==> config.mk <==
export PLATFORM = sky130hd
export DESIGN_NAME = tbpf_palette
export DESIGN_NICKNAME = d
export VERILOG_FILES = /design/src/design/tbpf_pkg.sv /design/src/design/tbpf_palette.sv
export SDC_FILE = /design/constraint.sdc
export NUM_CORES = 2
export LEC_CHECK = 0
export BUFFER_PORTS_ARGS = -buffer_cell sky130_fd_sc_hd__buf_2
export CORE_ASPECT_RATIO = 0.9
export CORE_MARGIN = 8
export CORE_UTILIZATION = 35
export CTS_CLUSTER_DIAMETER = 40
export DETAILED_ROUTE_END_ITERATION = 8
export RECOVER_POWER = 50
export SYNTH_ARGS = -nofsm -noshare
export SYNTH_HDL_FRONTEND = slang
export SYNTH_SLANG_ARGS = --single-unit
export TNS_END_PERCENT = 1
==> constraint.sdc <==
create_clock -name clk -period 4.13 [get_ports clk]
set_input_delay 0.826 -clock clk [delete_from_list [all_inputs] [get_ports clk]]
set_output_delay 0.826 -clock clk [all_outputs]
set_load 0.05 [all_outputs]
==> src/design/tbpf_pkg.sv <==
// shared types and constants for the tiled background pixel fetch unit
// memory sizes, command, register and map size codes, memory control structs
// no dependencies
package tbpf_pkg;

    localparam int VIDEO_WORDS   = 32768;
    localparam int PALETTE_WORDS = 256;
    localparam int VRAM_AW       = $clog2(VIDEO_WORDS);
    localparam int PAL_AW        = $clog2(PALETTE_WORDS);

    typedef enum logic [1:0] {
        CMD_VRAM_WRITE = 2'd0,
        CMD_PAL_WRITE  = 2'd1,
        CMD_PIXEL      = 2'd2
    } cmd_t;

    typedef enum logic [2:0] {
        REG_SCROLL_X    = 3'd0,
        REG_SCROLL_Y    = 3'd1,
        REG_MAP_BASE    = 3'd2,
        REG_CHAR_BASE   = 3'd3,
        REG_MAP_SIZE    = 3'd4,
        REG_WIDE_COLOUR = 3'd5
    } cfg_reg_t;

    typedef enum logic [1:0] {
        MAP_32X32 = 2'd0,
        MAP_64X32 = 2'd1,
        MAP_32X64 = 2'd2,
        MAP_64X64 = 2'd3
    } map_size_t;

    typedef logic [VRAM_AW-1:0] vram_addr_t;
    typedef logic [PAL_AW-1:0]  pal_addr_t;

    typedef struct packed {
        logic        wr_en;
        vram_addr_t  wr_addr;
        logic [15:0] wr_data;
        logic        rd_en;
        vram_addr_t  map_addr;
        vram_addr_t  char_addr;
    } vram_ctrl_t;

    typedef struct packed {
        logic        wr_en;
        pal_addr_t   wr_addr;
        logic [15:0] wr_data;
        logic        rd_en;
        pal_addr_t   rd_addr;
    } pal_ctrl_t;

endpackage

==> src/design/tbpf_palette.sv <==
// palette ram: one write port and one registered read port
// depends on tbpf_pkg
module tbpf_palette
    import tbpf_pkg::*;
(
    input  logic        clk,
    input  pal_ctrl_t   ctrl,
    output logic [15:0] rdata
);

    logic [15:0] pal_mem [PALETTE_WORDS];
    logic [15:0] rdata_reg;

    always_ff @(posedge clk)
    begin
        if (ctrl.wr_en)
        begin
            pal_mem[ctrl.wr_addr] <= ctrl.wr_data;
        end
        if (ctrl.rd_en)
        begin
            rdata_reg <= pal_mem[ctrl.rd_addr];
        end
    end

    assign rdata = rdata_reg;

endmodule

=== After elaboration in Yosys (flattened, before gate mapping) ===
Memory sizes are Yosys's and may differ from the RTL's. A register that Yosys moved wholly into a read port is not among the register bits.
Index checks and enable logic that the tools add are counted.

* Output and inout bits: 16
* Bits in read-only memories: 0
* Memory bits (writable): 4096
* Logic and storage cells: 3
* Register bits: 0
* Memories: 1
* Latch bits: 0

{| class="wikitable"
|+ Memories
! name !! depth !! width !! rd ports !! clocked after memory_dff !! write ports !! RTL line !! text
|-
| pal_mem || 256 || 16 || 1 || 1 || 1 || tbpf_palette.sv:11 || <nowiki>logic [15:0] pal_mem [PALETTE_WORDS];</nowiki>
|}

* Shift-type cells: 0
* Bitwise operators: 0
* Div/mod/pow operators: 0
* Multiplexer cells: 2
* Add/sub/neg operators: 0
* Equality and inequality tests: 0
* Multiply operators: 0
* Magnitude comparators: 0
* Reductions and logical operators: 0

{| class="wikitable"
|+ Operators by type and width
! kind !! number
|-
| $mux W1 || 2
|}

=== Longest topological paths before layout ===
* Word-level depth: 2
* Depth in mapped cells: 12
* Depth with buffers taken out: 6

=== Least setup slack after synthesis ===
OpenSTA, ideal clock, no wires.

* Kind: input port to flip-flop
* From: in ctrl[0] (netlist name)
* To: reg rdata_reg[4] (netlist: rdata[4]) (read register of pal_mem) (data pin)
* Arrival: 2810 ps
* Stages: 8
* Setup slack: 1055 ps
* Path buffers: 3
* Path through: buf_6 -> buf_6 -> buf_2 -> mux4_2 -> mux4_2 -> a22o_1 -> o32ai_2 -> nor4_2

{| class="wikitable"
|+ RTL lines
! element !! RTL line !! text
|-
| from (decl) || tbpf_palette.sv:7 || <nowiki>input pal_ctrl_t ctrl,</nowiki>
|-
| to (decl) || tbpf_palette.sv:12 || <nowiki>logic [15:0] rdata_reg;</nowiki>
|}

=== Worst setup path after layout ===
* From: in ctrl[22] (netlist name)
* To: mem pal_mem[19][13] (data pin)

{| class="wikitable"
|+ RTL lines
! element !! RTL line
|-
| to (decl) || tbpf_palette.sv:11
|}

Straight into the memory's write port.

==> out/metrics.cfg <==
[global_route]
grt_max_degree = 134
grt_pass1_wl_um = 616000
antenna_found_initial = 34
grt_usage_pct = 17.8
grt_pass1_vias = 80553
overflow = 0

[clock_network]
clkTransAtPathRegs_ns = 0.06
root_buffer = clkbuf_16
cts_tree = done
post_cts_resize_count = 0
cts_buffer_depth = 4
clock_latency_ns = 0.98
postCtsSetupBuffers = 0
cts_buffers = 483
cts_max_level = 5
clkSinkCount = 4112
cts.hold.buffers_added = 0

[hold_path]
min_from = ctrl[9]
hp-class = in -> reg
worst_hold_path.num_cells = 1
hold_end = pal_mem[97][0]

[floorplan]
die_y_um = 655
initial_core_util_pct = 35.2
die_w_um = 726
core_area_um2 = 452000
rows = 234
die-area_um2 = 476000
ios = 51

[drt]
dr.pass1.iters = 8
antenna_left = 0
wl_um = 440000
num_vias = 81043
drtIter0Drc = 10755
wl_per_cell_um = 30.2
vias_per_cell = 5.56
drcViolationCount = 0

[outcome]
violations = max-capacitance violations, max-slew violations
outcome = complete, but fails checks

[yosys]
syn_area_per_cell_um2 = 21.6
ys_types = 51
synth_nets = 7395
ys_seq_elements = 4112
synth_cells = 7360
ys_seq_area_share_pct = 77.7
yosysWarnings = 0
synth-edff-count = 4112
syn-cell-area_um2 = 159000
synth_ff_type = edfxtp_1
postSynth.asyncResetShare_pct = 0

[placed_design]
place_hpwl_um = 265000
place_area_um2 = 171000
io_buffers = 50
place_congestion = 0.866

[sta]
worst_pin_slew_ns = 3.63
finalHoldViolCount = 0
rsz0062_at_grt = no
finalMaxSlewViolations = 1856
setup_viol = 0
fin_skew_ns = 0.0483
fin_crit_ns = 3.82
slew_headroom_pct = -142
fmax_ghz = 0.262
fin_crit_sh_pct = 92.4
finalSetupTns_ns = 0

[worst_setup_path]
end_kind = flip-flop
cp_top_family = buffers and inverters
rr_startpoint = pal_mem[3][8]
cp_common_cell = clkbuf_2
startpoint_type = input pin
cp.arrival_ns = 4.46
path_buf_inv = 2
reg2regPathDepth = 7
crit_chain = clkbuf_2, clkbuf_2
critPathMaxStageDelay_ns = 2.13
cp_slowest_cell = clkbuf_2
timing.rr.end = rdata[8]
r2r_slack_ns = 0.98
cp_max_fo = 122
timing_worst_setup_path_type = in -> reg
worstPathRequired_ns = 4.77

[power_and_ir_drop]
pwr-share-seq_pct = 49.0
switching_power_w = 0.0203
clkPwrFrac_pct = 46.2
p_leak_nw = 59.7
p_int_w = 0.0740
pwr-share-comb_pct = 4.8
peakVddDrop_uv = 417
powerDensity_nw_per_um2 = 503
sw_frac_of_total_pct = 21.5

[final_layout]
post-route-cell-area_um2 = 187000
syn_to_final_growth_pct = 17.9
drive_gt1_share_pct = 28.8
layout_common_cells = edfxtp_1 (4112), mux4_2 (797), mux2i_1 (565)
nNetsFinal = 8170
layout_commonest_cell = edfxtp_1
largest_reg_flops = 4096

[run]
max_cap_violations = 25

-- logic make-up after synthesis --
| kind of cell | Yosys count | synth area share [%] |
|---|---|---|
| compound gates | 786 | 3.53 |
| buf+inv | 456 | 1.69 |
| flops | 4112 | 77.7 |
| mux | 1450 | 15.5 |
| simple gates | 556 | 1.57 |
-- through the flow --
stage | utilization [%] | total power [W] | setup WS [ns] | hold WS [ns] | cells
global route | 41.5 | 0.0967 | 0.311 | 0.279 | 14576
detailed placement | 37.8 | 0.0516 | -0.489 | 1.12 | 13667
floorplan | - | 0.0493 | 1.06 | 0.925 | 7360
global placement | 37.8 | 0.0515 | -0.575 | 1.14 | 13667
finish | 41.5 | 0.0943 | 0.313 | 0.302 | 14582
CTS | 41.5 | 0.0949 | 0.570 | 0.205 | 14571
-- cell type report --
cell class,count,area [um^2]
Fill cell,38805,264000
Sequential cell,4112,123000
Multi-Input combinational cell,2792,32900
Clock buffer,556,12500
Tap cell,6018,7530
Timing Repair Buffer,742,6690
Clock inverter,348,4140
Inverter,4,27.5
Antenna cell,10,25.0
-- cell usage after synthesis, types with 16 or more instances --
| cell | instances | share of area, % |
|---|---|---|
| buf_2 | 76 | 0.24 |
| nand4_1 | 26 | 0.10 |
| edfxtp_1 | 4112 | 78 |
| o221ai_1 | 252 | 1.4 |
| nor4_1 | 17 | 0.067 |
| mux2_2 | 88 | 0.62 |
| o32ai_1 | 20 | 0.11 |
| a22oi_1 | 43 | 0.20 |
| buf_6 | 77 | 0.55 |
| mux2i_1 | 565 | 3.6 |
| o31ai_1 | 16 | 0.076 |
| mux4_2 | 797 | 11 |
| a221oi_1 | 28 | 0.15 |
| nor3_1 | 92 | 0.29 |
| buf_4 | 26 | 0.12 |
| clkbuf_1 | 230 | 0.54 |
| a22o_1 | 32 | 0.18 |
| nand3_1 | 35 | 0.11 |
| buf_1 | 27 | 0.064 |
| o22ai_1 | 148 | 0.58 |
| o21ai_0 | 37 | 0.12 |
| a211oi_1 | 18 | 0.085 |
| a21oi_1 | 175 | 0.55 |
| nand2_1 | 38 | 0.090 |
| nor2_1 | 304 | 0.72 |
-- worst max path at each step --
| stage | start | endpoint | slack (ns) | cells past startpoint |
|---|---|---|---|---|
| 2_1_floorplan | ctrl[0] | rdata[4] | 1.06 | 8 |
| 3_3_place_gp | ctrl[0] | rdata[8] | -0.57 | 10 |
| 3_5_place_dp | ctrl[0] | rdata[8] | -0.49 | 10 |
| 4_1_cts | ctrl[0] | rdata[8] | 0.57 | 10 |
| 5_1_grt | ctrl[12] | pal_mem[149][3] | 0.31 | 2 |
| 6_report | ctrl[22] | pal_mem[19][13] | 0.31 | 2 |
-- metal layers --
layer	vias to the layer above	wire, um	share of wire (%)	GRT usage, %
li1	33012	-	-	-
met1	43516	178000	40	24.5
met2	3798	209000	47	29.0
met3	707	37000	8.4	3.07
met4	10	16200	3.7	5.81
met5	-	287	0.065	0.250
-- power groups by stage --
stage / Combinational [W] / Sequential [W] / Clock (W)
after global placement: 0.00452 / 0.0470 / 0
after floorplan: 0.00227 / 0.0470 / 0
after global routing: 0.00476 / 0.0462 / 0.0458
final: 0.00457 / 0.0462 / 0.0436
after CTS: 0.00460 / 0.0461 / 0.0442
after detailed placement: 0.00459 / 0.0470 / 0
No activity file was read; power rests on OpenSTA's default activity.
